File: config.mk
export PLATFORM = sky130hd
export DESIGN_NAME = command_token_classifier_flat
export DESIGN_NICKNAME = d
export VERILOG_FILES = /design/src/design/ctc_pkg.sv /design/src/design/ctc_if.sv /design/src/design/command_token_classifier.sv /design/src/flat_wrapper.sv
export SDC_FILE = /design/constraint.sdc
export NUM_CORES = 1
export LEC_CHECK = 0
export ABC_AREA = 1
export BUFFER_PORTS_ARGS = -buffer_cell sky130_fd_sc_hd__buf_2
export CAP_MARGIN = 15
export CORE_ASPECT_RATIO = 1.4
export CORE_MARGIN = 2
export CORE_UTILIZATION = 25
export CTS_CLUSTER_DIAMETER = 150
export DETAILED_ROUTE_END_ITERATION = 8
export GPL_ROUTABILITY_DRIVEN = 0
export GPL_TIMING_DRIVEN = 0
export PLACE_DENSITY = 0.5
export REMOVE_ABC_BUFFERS = 1
export SYNTH_ARGS = -nofsm -noshare
export SYNTH_HDL_FRONTEND = slang
export SYNTH_SLANG_ARGS = --single-unit
export TNS_END_PERCENT = 50
File: constraint.sdc
create_clock -name clk -period 2.9 [get_ports clk]
set_input_delay 0.29 -clock clk [delete_from_list [all_inputs] [get_ports clk]]
set_output_delay 0.29 -clock clk [all_outputs]
set_load 0.005 [all_outputs]
File: src/design/ctc_pkg.sv
package ctc_pkg;

  localparam int TOKEN_LIMIT        = 8;
  localparam int KEYWORD_COUNT      = 2;
  localparam int KEYWORD_MAX_LENGTH = 8;
  localparam int KW_ROWS            = 8;
  localparam int KW_ROW_W           = $clog2(KW_ROWS);

  localparam int OQ_DEPTH = 4;
  localparam int OQ_AW    = $clog2(OQ_DEPTH);

  localparam logic [3:0] POS_MAX     = 4'd15;
  localparam logic [3:0] HEX_MIN_LEN = 4'd3;
  localparam logic [3:0] HEX_MAX_LEN = 4'd6;

  localparam logic [7:0] CH_NUL   = 8'h00;
  localparam logic [7:0] CH_SPACE = 8'h20;
  localparam logic [7:0] CH_0     = 8'h30;
  localparam logic [7:0] CH_9     = 8'h39;
  localparam logic [7:0] CH_UA    = 8'h41;
  localparam logic [7:0] CH_UF    = 8'h46;
  localparam logic [7:0] CH_LA    = 8'h61;
  localparam logic [7:0] CH_LF    = 8'h66;
  localparam logic [7:0] CH_X     = 8'h78;
  localparam logic [7:0] DIGIT_TEN = 8'd10;

  typedef enum logic [1:0] {
    KIND_KEYWORD = 2'd0,
    KIND_NUMBER  = 2'd1,
    KIND_STRING  = 2'd2,
    KIND_END     = 2'd3
  } kind_t;

  typedef struct packed {
    kind_t       kind;
    logic        keyword_code;
    logic [15:0] number_value;
    logic [3:0]  token_index;
    logic        last;
  } res_t;

  // keyword strings: row 0 callib, row 1 goto, other rows empty
  function automatic logic [7:0] kw_char(input logic [KW_ROW_W-1:0] row,
                                         input logic [3:0] pos);
    logic [7:0] ch;
    ch = CH_NUL;
    case (row)
      3'd0: begin
        case (pos)
          4'd0:    ch = 8'h63;
          4'd1:    ch = 8'h61;
          4'd2:    ch = 8'h6c;
          4'd3:    ch = 8'h6c;
          4'd4:    ch = 8'h69;
          4'd5:    ch = 8'h62;
          default: ch = CH_NUL;
        endcase
      end
      3'd1: begin
        case (pos)
          4'd0:    ch = 8'h67;
          4'd1:    ch = 8'h6f;
          4'd2:    ch = 8'h74;
          4'd3:    ch = 8'h6f;
          default: ch = CH_NUL;
        endcase
      end
      default: ch = CH_NUL;
    endcase
    return ch;
  endfunction

  function automatic logic [3:0] kw_len(input logic [KW_ROW_W-1:0] row);
    logic [3:0] raw;
    case (row)
      3'd0:    raw = 4'd6;
      3'd1:    raw = 4'd4;
      default: raw = 4'd0;
    endcase
    if (raw > 4'(KEYWORD_MAX_LENGTH)) raw = 4'(KEYWORD_MAX_LENGTH);
    return raw;
  endfunction

  // {valid, value}
  function automatic logic [4:0] hex_digit(input logic [7:0] c);
    logic [4:0] r;
    r = 5'd0;
    if (c inside {[CH_0:CH_9]}) begin
      r = {1'b1, 4'(c - CH_0)};
    end else if (c inside {[CH_UA:CH_UF]}) begin
      r = {1'b1, 4'(c - CH_UA + DIGIT_TEN)};
    end else if (c inside {[CH_LA:CH_LF]}) begin
      r = {1'b1, 4'(c - CH_LA + DIGIT_TEN)};
    end
    return r;
  endfunction

endpackage

File: src/design/ctc_if.sv
interface ctc_in_if;
  logic       valid;
  logic       ready;
  logic [7:0] char_code;
  modport source (output valid, output char_code, input ready);
  modport sink (input valid, input char_code, output ready);
endinterface

interface ctc_out_if;
  logic        valid;
  logic        ready;
  logic [1:0]  kind;
  logic        keyword_code;
  logic [15:0] number_value;
  logic [3:0]  token_index;
  logic        last;
  modport source (output valid, output kind, output keyword_code, output number_value,
                  output token_index, output last, input ready);
  modport sink (input valid, input kind, input keyword_code, input number_value,
                input token_index, input last, output ready);
endinterface

interface ctc_cfg_if;
  logic       valid;
  logic       ready;
  logic [7:0] delimiter_char;
  modport source (output valid, output delimiter_char, input ready);
  modport sink (input valid, input delimiter_char, output ready);
endinterface

File: src/design/command_token_classifier.sv
// command_token_classifier
//
// in_s carries one message character per transfer; a zero byte ends the
// message. out_s carries one result per transfer: the class of each token
// (keyword, hex number or plain string) as soon as its closing delimiter or
// zero byte arrives, then an end item with the token count and last set.
// cfg_s writes the delimiter character; it is always ready and is meant to
// be written while no message is in flight.
//
// Throughput is one character per cycle while in_s.ready is high. A result is
// in the output queue the cycle after the character that causes it; a zero
// byte inside a token yields two results, pushed into the queue together.
// Results sit in a four-entry output queue, and in_s.ready is high while the
// queue holds at most two entries, so a stalled receiver holds back the
// input once more than two entries wait, so the queue never overflows.
// Reset returns the delimiter to space, empties the queue and clears the
// token state; the block also clears its token state after every message.
module command_token_classifier #(
  parameter int KEYWORD_COUNT = ctc_pkg::KEYWORD_COUNT
) (
  input  logic clk,
  input  logic rst_n,
  ctc_in_if.sink    in_s,
  ctc_out_if.source out_s,
  ctc_cfg_if.sink   cfg_s
);

  logic [7:0]               delim_r;
  logic                     in_token_r, in_token_nxt;
  logic [3:0]               token_count_r, token_count_nxt;
  logic [3:0]               char_pos_r, char_pos_nxt;
  logic [KEYWORD_COUNT-1:0] kw_match_r, kw_match_nxt;
  logic [15:0]              hex_acc_r, hex_acc_nxt;
  logic                     hex_ok_r, hex_ok_nxt;

  ctc_pkg::res_t oq_r [ctc_pkg::OQ_DEPTH];
  logic [ctc_pkg::OQ_AW-1:0] wr_ptr_r, rd_ptr_r;
  logic [ctc_pkg::OQ_AW:0]   cnt_r;

  logic          in_acc, pop;
  logic [7:0]    c;
  logic          kw_hit;
  logic          kw_code;
  ctc_pkg::res_t tok_res, end_res, push_a, push_b;
  logic [1:0]    push_n;
  logic [3:0]    p;
  logic [4:0]    hd;

  assign c      = in_s.char_code;
  assign in_acc = in_s.valid && in_s.ready;
  assign pop    = out_s.valid && out_s.ready;

  assign in_s.ready  = (cnt_r <= (ctc_pkg::OQ_AW + 1)'(ctc_pkg::OQ_DEPTH - 2));
  assign cfg_s.ready = 1'b1;

  // classification of the token that is open now
  always_comb begin
    kw_hit  = 1'b0;
    kw_code = 1'b0;
    for (int i = KEYWORD_COUNT - 1; i >= 0; i--) begin
      if (kw_match_r[i] && ctc_pkg::kw_len(ctc_pkg::KW_ROW_W'(i)) == char_pos_r) begin
        kw_hit  = 1'b1;
        kw_code = 1'(i);
      end
    end
  end

  always_comb begin
    tok_res              = '0;
    tok_res.token_index  = token_count_r - 4'd1;
    if (kw_hit) begin
      tok_res.kind         = ctc_pkg::KIND_KEYWORD;
      tok_res.keyword_code = kw_code;
    end else if (hex_ok_r &&
                 (char_pos_r inside {[ctc_pkg::HEX_MIN_LEN:ctc_pkg::HEX_MAX_LEN]})) begin
      tok_res.kind         = ctc_pkg::KIND_NUMBER;
      tok_res.number_value = hex_acc_r;
    end else begin
      tok_res.kind = ctc_pkg::KIND_STRING;
    end
    end_res             = '0;
    end_res.kind        = ctc_pkg::KIND_END;
    end_res.token_index = token_count_r;
    end_res.last        = 1'b1;
  end

  // next token state and pushed results
  always_comb begin
    in_token_nxt    = in_token_r;
    token_count_nxt = token_count_r;
    char_pos_nxt    = char_pos_r;
    kw_match_nxt    = kw_match_r;
    hex_acc_nxt     = hex_acc_r;
    hex_ok_nxt      = hex_ok_r;
    push_n          = 2'd0;
    push_a          = tok_res;
    push_b          = end_res;
    p               = char_pos_r;
    hd              = ctc_pkg::hex_digit(c);
    if (in_acc) begin
      if (c == ctc_pkg::CH_NUL) begin
        if (in_token_r) begin
          push_n = 2'd2;
        end else begin
          push_n = 2'd1;
          push_a = end_res;
        end
        in_token_nxt    = 1'b0;
        token_count_nxt = 4'd0;
        char_pos_nxt    = 4'd0;
        kw_match_nxt    = '1;
        hex_acc_nxt     = 16'd0;
        hex_ok_nxt      = 1'b1;
      end else if (c == delim_r) begin
        if (in_token_r) begin
          push_n = 2'd1;
        end
        in_token_nxt = 1'b0;
      end else if (in_token_r || token_count_r < 4'(ctc_pkg::TOKEN_LIMIT)) begin
        if (!in_token_r) begin
          in_token_nxt    = 1'b1;
          token_count_nxt = token_count_r + 4'd1;
          p               = 4'd0;
          kw_match_nxt    = '1;
          hex_acc_nxt     = 16'd0;
          hex_ok_nxt      = 1'b1;
        end
        for (int i = 0; i < KEYWORD_COUNT; i++) begin
          if (p >= ctc_pkg::kw_len(ctc_pkg::KW_ROW_W'(i)) ||
              ctc_pkg::kw_char(ctc_pkg::KW_ROW_W'(i), p) != c) begin
            kw_match_nxt[i] = 1'b0;
          end
        end
        if (p == 4'd0) begin
          if (c != ctc_pkg::CH_0) hex_ok_nxt = 1'b0;
        end else if (p == 4'd1) begin
          if (c != ctc_pkg::CH_X) hex_ok_nxt = 1'b0;
        end else if (p >= ctc_pkg::HEX_MAX_LEN) begin
          hex_ok_nxt = 1'b0;
        end else begin
          if (!hd[4]) hex_ok_nxt = 1'b0;
          hex_acc_nxt = {hex_acc_nxt[11:0], hd[3:0]};
        end
        char_pos_nxt = (p == ctc_pkg::POS_MAX) ? p : p + 4'd1;
      end
    end
  end

  always_ff @(posedge clk) begin
    if (!rst_n) begin
      delim_r       <= ctc_pkg::CH_SPACE;
      in_token_r    <= 1'b0;
      token_count_r <= 4'd0;
      char_pos_r    <= 4'd0;
      kw_match_r    <= '1;
      hex_acc_r     <= 16'd0;
      hex_ok_r      <= 1'b1;
      wr_ptr_r      <= '0;
      rd_ptr_r      <= '0;
      cnt_r         <= '0;
    end else begin
      if (cfg_s.valid && cfg_s.ready) begin
        delim_r <= cfg_s.delimiter_char;
      end
      in_token_r    <= in_token_nxt;
      token_count_r <= token_count_nxt;
      char_pos_r    <= char_pos_nxt;
      kw_match_r    <= kw_match_nxt;
      hex_acc_r     <= hex_acc_nxt;
      hex_ok_r      <= hex_ok_nxt;
      wr_ptr_r      <= wr_ptr_r + ctc_pkg::OQ_AW'(push_n);
      rd_ptr_r      <= rd_ptr_r + ctc_pkg::OQ_AW'(pop);
      cnt_r         <= cnt_r + (ctc_pkg::OQ_AW + 1)'(push_n)
                             - (ctc_pkg::OQ_AW + 1)'(pop);
    end
  end

  // result queue payload
  always_ff @(posedge clk) begin
    if (push_n != 2'd0) begin
      oq_r[wr_ptr_r] <= push_a;
    end
    if (push_n == 2'd2) begin
      oq_r[wr_ptr_r + 1'b1] <= push_b;
    end
  end

  assign out_s.valid        = (cnt_r != '0);
  assign out_s.kind         = oq_r[rd_ptr_r].kind;
  assign out_s.keyword_code = oq_r[rd_ptr_r].keyword_code;
  assign out_s.number_value = oq_r[rd_ptr_r].number_value;
  assign out_s.token_index  = oq_r[rd_ptr_r].token_index;
  assign out_s.last         = oq_r[rd_ptr_r].last;

endmodule

File: src/flat_wrapper.sv
// flat-port wrapper written by rule: the top's interface ports become plain ports
module command_token_classifier_flat 
#(
  parameter int KEYWORD_COUNT = ctc_pkg::KEYWORD_COUNT
)
  (clk, rst_n, in_s_valid, in_s_char_code, in_s_ready, out_s_valid, out_s_kind, out_s_keyword_code, out_s_number_value, out_s_token_index, out_s_last, out_s_ready, cfg_s_valid, cfg_s_delimiter_char, cfg_s_ready);
  ctc_in_if in_s_i ();
  ctc_out_if out_s_i ();
  ctc_cfg_if cfg_s_i ();
  input  logic clk;
  input  logic rst_n;
  input wire logic [$bits(in_s_i.valid)-1:0] in_s_valid;
  input wire logic [$bits(in_s_i.char_code)-1:0] in_s_char_code;
  output wire logic [$bits(in_s_i.ready)-1:0] in_s_ready;
  output wire logic [$bits(out_s_i.valid)-1:0] out_s_valid;
  output wire logic [$bits(out_s_i.kind)-1:0] out_s_kind;
  output wire logic [$bits(out_s_i.keyword_code)-1:0] out_s_keyword_code;
  output wire logic [$bits(out_s_i.number_value)-1:0] out_s_number_value;
  output wire logic [$bits(out_s_i.token_index)-1:0] out_s_token_index;
  output wire logic [$bits(out_s_i.last)-1:0] out_s_last;
  input wire logic [$bits(out_s_i.ready)-1:0] out_s_ready;
  input wire logic [$bits(cfg_s_i.valid)-1:0] cfg_s_valid;
  input wire logic [$bits(cfg_s_i.delimiter_char)-1:0] cfg_s_delimiter_char;
  output wire logic [$bits(cfg_s_i.ready)-1:0] cfg_s_ready;
  assign in_s_i.valid = in_s_valid;
  assign in_s_i.char_code = in_s_char_code;
  assign in_s_ready = in_s_i.ready;
  assign out_s_valid = out_s_i.valid;
  assign out_s_kind = out_s_i.kind;
  assign out_s_keyword_code = out_s_i.keyword_code;
  assign out_s_number_value = out_s_i.number_value;
  assign out_s_token_index = out_s_i.token_index;
  assign out_s_last = out_s_i.last;
  assign out_s_i.ready = out_s_ready;
  assign cfg_s_i.valid = cfg_s_valid;
  assign cfg_s_i.delimiter_char = cfg_s_delimiter_char;
  assign cfg_s_ready = cfg_s_i.ready;
  command_token_classifier #(.KEYWORD_COUNT(KEYWORD_COUNT)) u_core (.clk(clk), .rst_n(rst_n), .in_s(in_s_i), .out_s(out_s_i), .cfg_s(cfg_s_i));
endmodule
-- Word-level counts from Yosys, hierarchy flattened
Memory sizes are Yosys's and may differ from the RTL's. A register that Yosys moved wholly into a read port is not among the register bits.
Index checks and enable logic that the tools add are counted.
- bits in registers: 43
- output and inout port bits: 27
- logic and storage cells: 174
- input bits: 21
- latch bits: 0
- memories kept: 1
- memory bits (writable): 96
- bits in read-only memories: 0
- divide/modulo/power cells: 0
- equal/unequal tests: 18
- reduce and logical (&&, ||, !) cells: 25
- muxes and demuxes: 91
- shift operators: 0
- $add $sub $neg: 13
- $lt $le $gt $ge: 15
- bitwise operators: 0
- multiply operators: 0
- memory list (name ; depth ; bits a word ; rd ports ; clocked after memory_dff ; wr ports ; RTL line ; source):
    u_core.oq_r ; 4 ; 24 ; 1 ; 1 ; 2 ; command_token_classifier.sv:36 ; ctc_pkg::res_t oq_r [ctc_pkg::OQ_DEPTH];
- operators by type and width (operator ; number):
    $mux 16 ; 9
    $mux 4 ; 31
    $mux 24 ; 3
    $mux 8 ; 8
    $pmux 7 s5 ; 1
    $mux 1 ; 24
    $mux 2 ; 11
    $pmux 7 s3 ; 1
    $ge 8x7->1 const B ; 2
    $le 8x7->1 const B ; 2
    $ne 8x8->1 ; 2
    $sub 4x1->4 const B ; 4
    $mux 5 ; 3
    $reduce_and 4->1 ; 3
    $logic_and 1x1->1 ; 9
    $add 4x1->4 const B ; 2
    $add 4x4->4 const B ; 2
    $eq 3x4->1 const A ; 2
    $eq 4x2->1 const B ; 2
    $eq 4x3->1 const B ; 2
    $eq 8x8->1 ; 1
    $ge 4x4->1 ; 2
    $ge 8x6->1 const B ; 1
    $gt 4x4->1 const B ; 2
    27 further kinds ; 33

-- Depth between registers and ports, before layout
Gate-level depths: netlist (run 1).
- depth in word-level cells: 19
- gate-level depth with buffers: 16
- mapped depth without buffers: 15

-- Worst setup path before layout (run 1)
OpenSTA, ideal clock, no wires.
- path kind: input port to flip-flop
- start: input port in_s_char_code[0]
- end: register u_core.cnt_r[2] in the netlist's numbering
- data required time: 2772 ps
- setup time: 128 ps
- cell stages on the path: 14
- arrival time: 2329 ps
- setup slack: 443 ps
- path buffers: 2
- cell sequence: buf_2 > inv_1 > ha_1 > nand4_2 > nor2_4 > nand2_2 > buf_2 > nand2_1 > ha_1 > inv_1 > fa_1 > xor2_1 > inv_1 > nor2_1
- word-level cells in the longest chain between the ends: 6
- elaborated cells on any way between the ends: 7
- classes of those cells: 2 x add/sub; 1 x eq/ne; 3 x mux; 1 x reduce/logical
- RTL lines (element ; RTL line ; source):
    from (decl) ; flat_wrapper.sv:13 ; input wire logic [$bits(in_s_i.char_code)-1:0] in_s_char_code;
    $eq 8x8->1 ; command_token_classifier.sv:114 ; end else if (c == delim_r) begin
    $mux 2 ; command_token_classifier.sv:114 ;
    $mux 2 (*) ; command_token_classifier.sv:101 ; if (c == ctc_pkg::CH_NUL) begin
    $mux 2 (*) ; command_token_classifier.sv:100 ; if (in_acc) begin
    $add 3x2->3 (*) ; command_token_classifier.sv:173 ; cnt_r <= cnt_r + (ctc_pkg::OQ_AW + 1)'(push_n)
    $sub 3x1->3 (*) ; command_token_classifier.sv:174 ; - (ctc_pkg::OQ_AW + 1)'(pop);
    to (signal assigned) ; command_token_classifier.sv:173 ;
    to (decl) ; command_token_classifier.sv:38 ; logic [ctc_pkg::OQ_AW:0] cnt_r;
Mark *: on every way between the ends. The rest lies on a longest branch, timed or not.
A chain may end at the register's enable or synchronous reset.

==> flow_metrics.env, run 1 <==
export IMPL_outcome="finished, final reports clean"
export IMPL_synth_commonest_cells="nand2_1 (317), nor2_1 (188), dfxtp_1 (123), inv_1 (103), nand3_1 (101)"
export IMPL_cap_violations=0
export IMPL_yosysMostFrequentCell="nand2_1"
export IMPL_grt_max_degree=52
export IMPL_synth_async_reset_ratio=0
export IMPL_p_per_area_nw_per_um2=644.7
export IMPL_crit_required_ps=2610
export IMPL_fin_crit_sh=0.9345
export IMPL_tritoncts="done"
export IMPL_filler_cell_count=3532
export IMPL_setup_slack_ps=190.1
export IMPL_die_w_um=154.5
export IMPL_clkPwrFrac=0.390
export IMPL_portBuffers=46
export IMPL_post_cts_buffers=0
export IMPL_cp_max_fo=27
export IMPL_synth_area_leader_cell="dfxtp_1"
export IMPL_insertion_delay_ps=430
export IMPL_reg2reg_to="u_core.oq_r[0][1]"
export IMPL_synth_top_area_share=0.3105
export IMPL_sequential_cell_area_um2=2950
export IMPL_dieArea_um2=33190
export IMPL_antenna_left=0
export IMPL_area_growth_syn_to_layout_pct=13.85
export IMPL_synth_seq_cells=139
export IMPL_cts_buffers=17
export IMPL_grt_usage=0.1421
export IMPL_crit_path_start_kind="register"
export IMPL_rr_worst_depth=6
export IMPL_hold_violations=0
export IMPL_vias=7488
export IMPL_initial_utilization=0.2525
export IMPL_end_kind="output port"
export IMPL_coreArea_um2=31410
export IMPL_swShare=0.3211
export IMPL_utilization=0.2875
export IMPL_drc=0
export IMPL_worst_pin_slew_ps=992.2
export IMPL_p_switching_mw=1.869
export IMPL_seq_area_frac_synth=0.3710
export IMPL_crit_arrival_ps=2420
export IMPL_finalSetupViolCount=0
export IMPL_diodes=0
export IMPL_p_comb_frac=0.248
export IMPL_drtIter0Drc=458
export IMPL_clk_pin_slew_ps=60
export IMPL_pre_cts_ws_ps=-1704
export IMPL_p_int_mw=3.953
export IMPL_ys_flop_type="dfxtp_1"
export IMPL_avgSynthCellArea_um2=6.571
export IMPL_yosys_warnings=0
export IMPL_ir_drop_uv=355.0
export IMPL_grt_pass1_wl_um=37810
export IMPL_p_leak_nw=4.464
export IMPL_setup_tns_ps=0
export IMPL_synth_area_um2=7931
export IMPL_grt_overflow=0
export IMPL_slew_viol_final=0
export IMPL_synth_cell_types=41
export IMPL_max_slew_margin=0.3378
export IMPL_rsz0062_at_grt="yes"
export IMPL_hp_class="in2reg"
export IMPL_skew_ps=11.28
export IMPL_startpoint="u_core.rd_ptr_r[1]"
export IMPL_endpoint="out_s_last"
export IMPL_p_seq_frac=0.362
export IMPL_rows=77
export IMPL_r2r_start="u_core.in_token_r"
export IMPL_grt_pass1_vias=7144
export IMPL_viasPerCell=4.642
export IMPL_multi_input_area_um2=4275
export IMPL_clock_path_buffers=2
export IMPL_dr_pass1_iters=5
export IMPL_antenna_found_initial=0
export IMPL_cts_max_level=4
export IMPL_synth_edff_count=16
export IMPL_routed_wl_um=23140
export IMPL_io_pins=48
export IMPL_synthCells=1207
export IMPL_timing_reg2reg_setup_slack_ps=190
export IMPL_die_h_um=214.8
export IMPL_drive_above_1_share=0.1051
export IMPL_clockRootBuffer="clkbuf_16"
export IMPL_min_period_ps=2710
export IMPL_synthTopCellsByArea="dfxtp_1 (31%), nand2_1 (15%), nor2_1 (8.9%)"
export IMPL_wl_per_cell_um=14.35
export IMPL_cts_sinks=139
export IMPL_path_class="reg2out"
export IMPL_fmax_mhz=369.0
export IMPL_final_nets=1243
export IMPL_hpwl_um=15390
## worst min path at each step
stage / end / slack (ps) / start / depth (start not counted)
6_report: u_core.delim_r[4] / 90 / cfg_s_delimiter_char[4] / 3
5_1_grt: u_core.delim_r[1] / 100 / cfg_s_delimiter_char[1] / 3
4_1_cts: u_core.delim_r[4] / 80 / cfg_s_delimiter_char[4] / 3
3_5_place_dp: u_core.oq_r[2][22] / 440 / u_core.oq_r[2][22] / 2
3_3_place_gp: u_core.oq_r[2][22] / 440 / u_core.oq_r[2][22] / 2
2_1_floorplan: u_core.kw_match_r[0] / 360 / rst_n / 1
## flip-flops by register name (all words and copies together), names as in the netlist
signal                count
u_core.rd_ptr_r           2
u_core.oq_r              96
u_core.delim_r            8
u_core.hex_acc_r         16
u_core.token_count_r      4
u_core.in_token_r         1
u_core.kw_match_r         2
u_core.wr_ptr_r           2
u_core.cnt_r              3
u_core.char_pos_r         4
u_core.hex_ok_r           1
## through the flow
| step | cell area (µm²) | cells | power [mW] | hold WS [ps] |
|---|---|---|---|---|
| after floorplan | 7562 | 1138 | 2.968 | 358.7 |
| after global placement | 8287 | 1579 | 3.572 | 436.5 |
| after detailed placement | 8333 | 1581 | 3.624 | 439.4 |
| after CTS | 9014 | 1613 | 5.900 | 82.31 |
| after global routing | 9030 | 1613 | 6.183 | 96.08 |
| final | 9030 | 1613 | 5.822 | 89.49 |
## metal layers
metal / up-vias / GRT usage / part of all wire
li1: 3896 / - / -
met1: 3447 / 0.1742 / 0.45
met5: - / 0 / 0
met3: 21 / 0.01916 / 0.028
met4: 0 / 0.04722 / 0.015
met2: 124 / 0.2548 / 0.51
## worst max-delay path, stage by stage, from the launching register on
cell     delay [ps]
dfxtp_2         650
inv_1           570
a21oi_1         270
o21ai_0         120
o21ai_0         160
buf_2           180
## area by class of cell
type,instances,share of cell area
Clock buffer,22,0.05598
Clock inverter,10,0.01219
Inverter,113,0.04697
Multi-Input combinational cell,886,0.4735
Sequential cell,139,0.3267
Tap cell,395,0.05473
Timing Repair Buffer,48,0.02993
## power by group through the flow
stage | Combinational (mW) | Sequential (mW) | Clock, mW
global placement | 1.34 | 2.23 | 0
CTS | 1.48 | 2.11 | 2.31
global route | 1.66 | 2.12 | 2.40
detailed placement | 1.48 | 2.15 | 0
floorplan | 0.814 | 2.15 | 0
finish | 1.45 | 2.11 | 2.27
## what timing repair did
item                       4_1_cts  5_1_grt
setup endpoints to repair      148       18
resized for setup               14        3
hold buffers                     0        0
## kinds of logic (layout without fill, tap and decap cells)
group           count (synthesis)  after routing  share of synthesized area
simple gates                  686            686                     0.3704
compound gates                166            166                     0.1126
flops                         139            139                     0.3710
buf+inv                       182            193                     0.1000
fa+ha+maj                      17             17                    0.02776
other cells                     1              1                  0.0004728
xor+xnor                       16             16                    0.01767
## layout by cell type (no fill, tap or decap), drive strengths merged, types with 16 or more instances in the layout
cell and n:
ha 16, nor2 203, nand4 42, nand2 324, a21oi 45, edfxtp 16
clkbuf 22, dfxtp 123, inv 113, o22ai 24, buf 48, nand3 102
o21ai 90
Power figures use the tool's default switching activity.
==> inputs of run 2 (changes only) <==
REMOVE_ABC_BUFFERS = not set   (was 1)
==> flow_metrics.env, run 2 (synthesized netlist as in run 1, its figures left out) <==
export IMPL_drive_above_1_share=0.1125
export IMPL_clk_pin_slew_ps=60
export IMPL_final_area_um2=9233
export IMPL_wl_per_cell_um=15.65
export IMPL_final_cell_mix="nand2_1 (317), nor2_1 (188), dfxtp_1 (123)"
export IMPL_skew_ps=9.246
export IMPL_end_kind="output port"
export IMPL_fin_crit_sh=0.9360
export IMPL_die_h_um=214.8
export IMPL_hp_class="in2reg"
export IMPL_crit_path_start_kind="register"
export IMPL_dr_pass1_iters=5
export IMPL_whs_ps=71.88
export IMPL_fmax_mhz=368.4
export IMPL_grt_overflow=0
export IMPL_grt_max_degree=17
export IMPL_dieArea_um2=33190
export IMPL_grt_usage=0.1613
export IMPL_max_slew_margin=0.5123
export IMPL_insertion_delay_ps=440
export IMPL_path_class="reg2out"
export IMPL_coreArea_um2=31410
export IMPL_largest_reg_flops=96
export IMPL_p_total_mw=5.884
export IMPL_vias=7715
export IMPL_layout_cells_non_filler=1675
export IMPL_viasPerCell=4.606
export IMPL_antenna_found_initial=0
export IMPL_clock_path_buffers=2
export IMPL_dpl_cell_area_um2=8636
export IMPL_rows=77
export IMPL_min_period_ps=2714
export IMPL_layout_commonest_cell="nand2_1"
export IMPL_grt_pass1_vias=7446
export IMPL_io_pins=48
export IMPL_hpwl_um=19810
export IMPL_largest_register="u_core.oq_r"
export IMPL_die_w_um=154.5
export IMPL_drc=0
export IMPL_holdBufCountCts=0
export IMPL_diodes=0
export IMPL_grt_pass1_wl_um=41680
export IMPL_area_growth_syn_to_layout_pct=16.41
export IMPL_cap_violations=0
export IMPL_cts_max_level=4
export IMPL_top_regs="u_core.oq_r (96), u_core.hex_acc_r (16), u_core.delim_r (8)"
export IMPL_synth_fp_nets=1245
export IMPL_tritoncts="done"
export IMPL_slew_viol_final=0
export IMPL_rsz0062_at_grt="no"
export IMPL_cts_sinks=139
export IMPL_finalSetupViolCount=0
export IMPL_filler_cell_count=3499
export IMPL_routed_wl_um=26220
export IMPL_hold_violations=0
export IMPL_cts_buffers=17
export IMPL_p_per_area_nw_per_um2=637.3
export IMPL_final_nets=1306
export IMPL_crit_required_ps=2610
export IMPL_worst_pin_slew_ps=726.0
export IMPL_clockRootBuffer="clkbuf_16"
export IMPL_portBuffers=42
export IMPL_ir_drop_uv=346.2
export IMPL_crit_arrival_ps=2420
export IMPL_outcome="finished, final reports clean"
export IMPL_cp_max_fo=10
export IMPL_antenna_left=0
export IMPL_drtIter0Drc=528
export IMPL_dp_cells=1644
export IMPL_p_leak_nw=4.575
export IMPL_utilization=0.2940
export IMPL_initial_utilization=0.2525
[run 2: worst paths after layout]
kind / from / to / slack [ps] / depth (start not counted)
max: u_core.rd_ptr_r[0] / out_s_last / 190 / 6
min: cfg_s_delimiter_char[5] / u_core.delim_r[5] / 70 / 3
max reg2reg: u_core.in_token_r / u_core.hex_acc_r[10] / 360 / 13
min reg2reg: u_core.oq_r[2][22] / u_core.oq_r[2][22] / 450 / 2
[run 2: worst max-delay path, cell delays in order (launching register included)]
cell and delay [ps]:
dfxtp_1 310, clkbuf_2 230, inv_1 200, clkbuf_1 460, o21ai_0 150, o21ai_0 430
buf_2 200
[run 2: routing by layer]
layer / share of wire / wire length, µm / GRT usage
met2: 0.52 / 13520 / 0.2990
met5: 0 / 0 / 0
met1: 0.43 / 11150 / 0.1880
met4: 0.025 / 649 / 0.05309
met3: 0.034 / 894 / 0.02440
[run 2: power by group]
part | total, mW | switching [mW] | internal [mW]
registers | 2.07 | 0.0588 | 2.01
logic | 1.57 | 1.03 | 0.533
clock network | 2.25 | 0.891 | 1.36
[run 2: repair_timing]
item	CTS	global route
endpoints found under the setup margin	0	1
setup buffers	0	0
gates resized for setup	0	2
[run 2: stage by stage]
stage / setup TNS, ps / setup slack [ps]
final: 0 / 185.5
after global placement: -189.4 / -152.5
after detailed placement: -275.9 / -194.3
after floorplan: 0 / 443.4
after CTS: 0 / 71.20
after global routing: 0 / 71.86
[run 2: area by class of cell]
| type | count | area [µm²] | area share |
|---|---|---|---|
| multi-input cells | 886 | 4195 | 0.4544 |
| flip-flops and latches | 139 | 2943 | 0.3187 |
| well taps | 395 | 494.2 | 0.05353 |
| clock buffers | 22 | 485.5 | 0.05258 |
| inverters | 113 | 424.2 | 0.04594 |
| plain buffers | 69 | 370.4 | 0.04011 |
| repair buffers | 42 | 210.2 | 0.02277 |
| clock inverters | 9 | 110.1 | 0.01193 |
==> inputs of run 3 (changes only) <==
ABC_AREA = not set   (was 1)
==> flow_metrics.env, run 3 <==
export IMPL_hold_violations=0
export IMPL_synthTopCellsByArea="dfxtp_1 (35%), mux4_2 (7.7%), edfxtp_1 (6.8%)"
export IMPL_filler_cell_count=3019
export IMPL_antenna_found_initial=0
export IMPL_synthCells=747
export IMPL_crit_arrival_ps=3160
export IMPL_end_kind="register"
export IMPL_largest_reg_flops=96
export IMPL_final_cell_mix="dfxtp_1 (122), nand2_1 (75), nand3_1 (64)"
export IMPL_setup_tns_ps=0
export IMPL_synth_area_um2=7063
export IMPL_whs_ps=65.54
export IMPL_synth_commonest_cells="dfxtp_1 (123), nand2_1 (75), nand3_1 (66), a22o_1 (45), o21ai_0 (45)"
export IMPL_hp_class="in2reg"
export IMPL_multi_input_area_um2=3879
export IMPL_cts_max_level=4
export IMPL_avgSynthCellArea_um2=9.455
export IMPL_clk_pin_slew_ps=70
export IMPL_hpwl_um=16250
export IMPL_synth_cell_types=67
export IMPL_insertion_delay_ps=440
export IMPL_crit_path_start_kind="register"
export IMPL_p_total_mw=5.227
export IMPL_rows=72
export IMPL_cap_violations=0
export IMPL_grt_pass1_wl_um=35160
export IMPL_critPathTopFamily="buffers and inverters"
export IMPL_synth_async_reset_ratio=0
export IMPL_fmax_mhz=358.3
export IMPL_layout_cells_non_filler=1192
export IMPL_drc=0
export IMPL_largest_register="u_core.oq_r"
export IMPL_die_w_um=146.1
export IMPL_startpoint="u_core.in_token_r"
export IMPL_cts_sinks=139
export IMPL_ys_flop_type="dfxtp_1"
export IMPL_ir_drop_uv=436.8
export IMPL_coreArea_um2=27750
export IMPL_routed_wl_um=22040
export IMPL_clock_path_buffers=2
export IMPL_vias=5986
export IMPL_synth_top_area_share=0.3486
export IMPL_dp_cells=1161
export IMPL_yosys_warnings=0
export IMPL_critical_path_slowest_cell="dfxtp_2"
export IMPL_outcome="finished, final reports clean"
export IMPL_p_int_mw=3.753
export IMPL_synth_fp_nets=785
export IMPL_rsz0062_at_grt="yes"
export IMPL_portBuffers=44
export IMPL_die_h_um=202.9
export IMPL_crit_top_cell="buf_4"
export IMPL_top_regs="u_core.oq_r (96), u_core.hex_acc_r (16), u_core.delim_r (8)"
export IMPL_viasPerCell=5.022
export IMPL_grt_usage=0.1529
export IMPL_min_period_ps=2791
export IMPL_diodes=0
export IMPL_path_class="reg2reg"
export IMPL_skew_ps=15.10
export IMPL_dieArea_um2=29630
export IMPL_final_nets=850
export IMPL_p_seq_frac=0.397
export IMPL_worst_pin_slew_ps=1125
export IMPL_cpPeakStageDelay_ps=400
export IMPL_wl_per_cell_um=18.49
export IMPL_yosysMostFrequentCell="dfxtp_1"
export IMPL_slew_viol_final=0
export IMPL_seq_area_frac_synth=0.4167
export IMPL_synth_seq_cells=139
export IMPL_r2r_start="u_core.in_token_r"
export IMPL_sequential_cell_area_um2=2944
export IMPL_drive_above_1_share=0.2068
export IMPL_cts_buffers=17
export IMPL_hold_start="cfg_s_delimiter_char[5]"
export IMPL_holdBufCountCts=0
export IMPL_max_slew_margin=0.2450
export IMPL_p_per_area_nw_per_um2=615.7
export IMPL_initial_utilization=0.2546
export IMPL_dr_pass1_iters=5
export IMPL_drtIter0Drc=396
export IMPL_swShare=0.2820
export IMPL_fin_crit_sh=0.9624
export IMPL_finalSetupViolCount=0
export IMPL_p_comb_frac=0.178
export IMPL_area_growth_syn_to_layout_pct=20.19
export IMPL_clockRootBuffer="clkbuf_16"
export IMPL_path_cells="buf_4, buf_6, buf_4, and2_1, inv_1, ha_1, clkbuf_4, nor2_1, a22oi_2, a2111oi_2, nand4_1, a2bb2oi_1"
export IMPL_grt_overflow=0
export IMPL_grt_pass1_vias=6114
export IMPL_grt_max_degree=17
export IMPL_tritoncts="done"
export IMPL_p_leak_nw=3.312
export IMPL_antenna_left=0
export IMPL_synth_area_leader_cell="dfxtp_1"
export IMPL_io_pins=48
export IMPL_crit_buf_inv=5
export IMPL_clkPwrFrac=0.425
export IMPL_synth_edff_count=16
export IMPL_layout_commonest_cell="dfxtp_1"
export IMPL_crit_required_ps=3260
export IMPL_cp_max_fo=10
export IMPL_p_switching_mw=1.474
## run 3: cell families after synthesis
| group | share of synthesized area |
|---|---|
| simple gates | 0.2092 |
| other cells | 0.0005309 |
| buf+inv | 0.04836 |
| compound gates | 0.1731 |
| fa+ha+maj | 0.03118 |
| mux | 0.09389 |
| flops | 0.4167 |
| xor+xnor | 0.02710 |
## run 3: final timing paths
path	depth (start not counted)	slack [ps]	endpoint
worst max-delay path	12	110	u_core.kw_match_r[0]
worst min-delay path	3	70	u_core.delim_r[5]
worst max register to register	12	110	u_core.kw_match_r[0]
worst min register to register	2	440	u_core.oq_r[1][23]
## run 3: area by class of cell
cell class	count	area share
timing repair buffer	48	0.02918
tap	370	0.05453
inverter	24	0.01061
clock buffer	19	0.05232
multi-input combinational	531	0.4569
sequential	139	0.3468
buffer	51	0.03287
clock inverter	10	0.01680
## run 3: power groups by stage
stage,Combinational [mW],Clock [mW],Sequential [mW]
global route,1.03,2.34,2.08
detailed placement,0.915,0,2.10
finish,0.929,2.22,2.07
global placement,0.906,0,2.10
CTS,0.924,2.27,2.07
floorplan,0.628,0,2.08
## run 3: per-layer routing
layer / share of wire / track usage / up-vias
li1: - / - / 2869
met1: 0.42 / 0.1815 / 2917
met2: 0.51 / 0.2700 / 163
met3: 0.040 / 0.02719 / 37
met4: 0.026 / 0.06657 / 0
met5: 0 / 0 / -
## run 3: worst register-to-register path, stage by stage, from the launching register on
cell       delay, ps
dfxtp_2          400
buf_4            210
buf_6            180
buf_4            190
and2_1           190
inv_1             80
ha_1             250
clkbuf_4         200
nor2_1           200
a22oi_2          110
a2111oi_2        400
nand4_1          170
a2bb2oi_1        140
## run 3: what timing repair did
item / 4_1_cts / 5_1_grt
gates resized for setup: 21 / 22
pin swaps: 1 / 3
setup endpoints to repair: 52 / 53
setup buffers: 0 / 3
## run 3: metrics by stage
stage          setup slack, ps    util  instance area [µm²]
2_1_floorplan            38.82       -                 7067
3_3_place_gp            -977.7  0.2793                 7750
3_5_place_dp            -941.2  0.2793                 7750
4_1_cts                 -91.92  0.3024                 8391
5_1_grt                 -64.45  0.3060                 8489
6_report                 108.9  0.3060                 8489
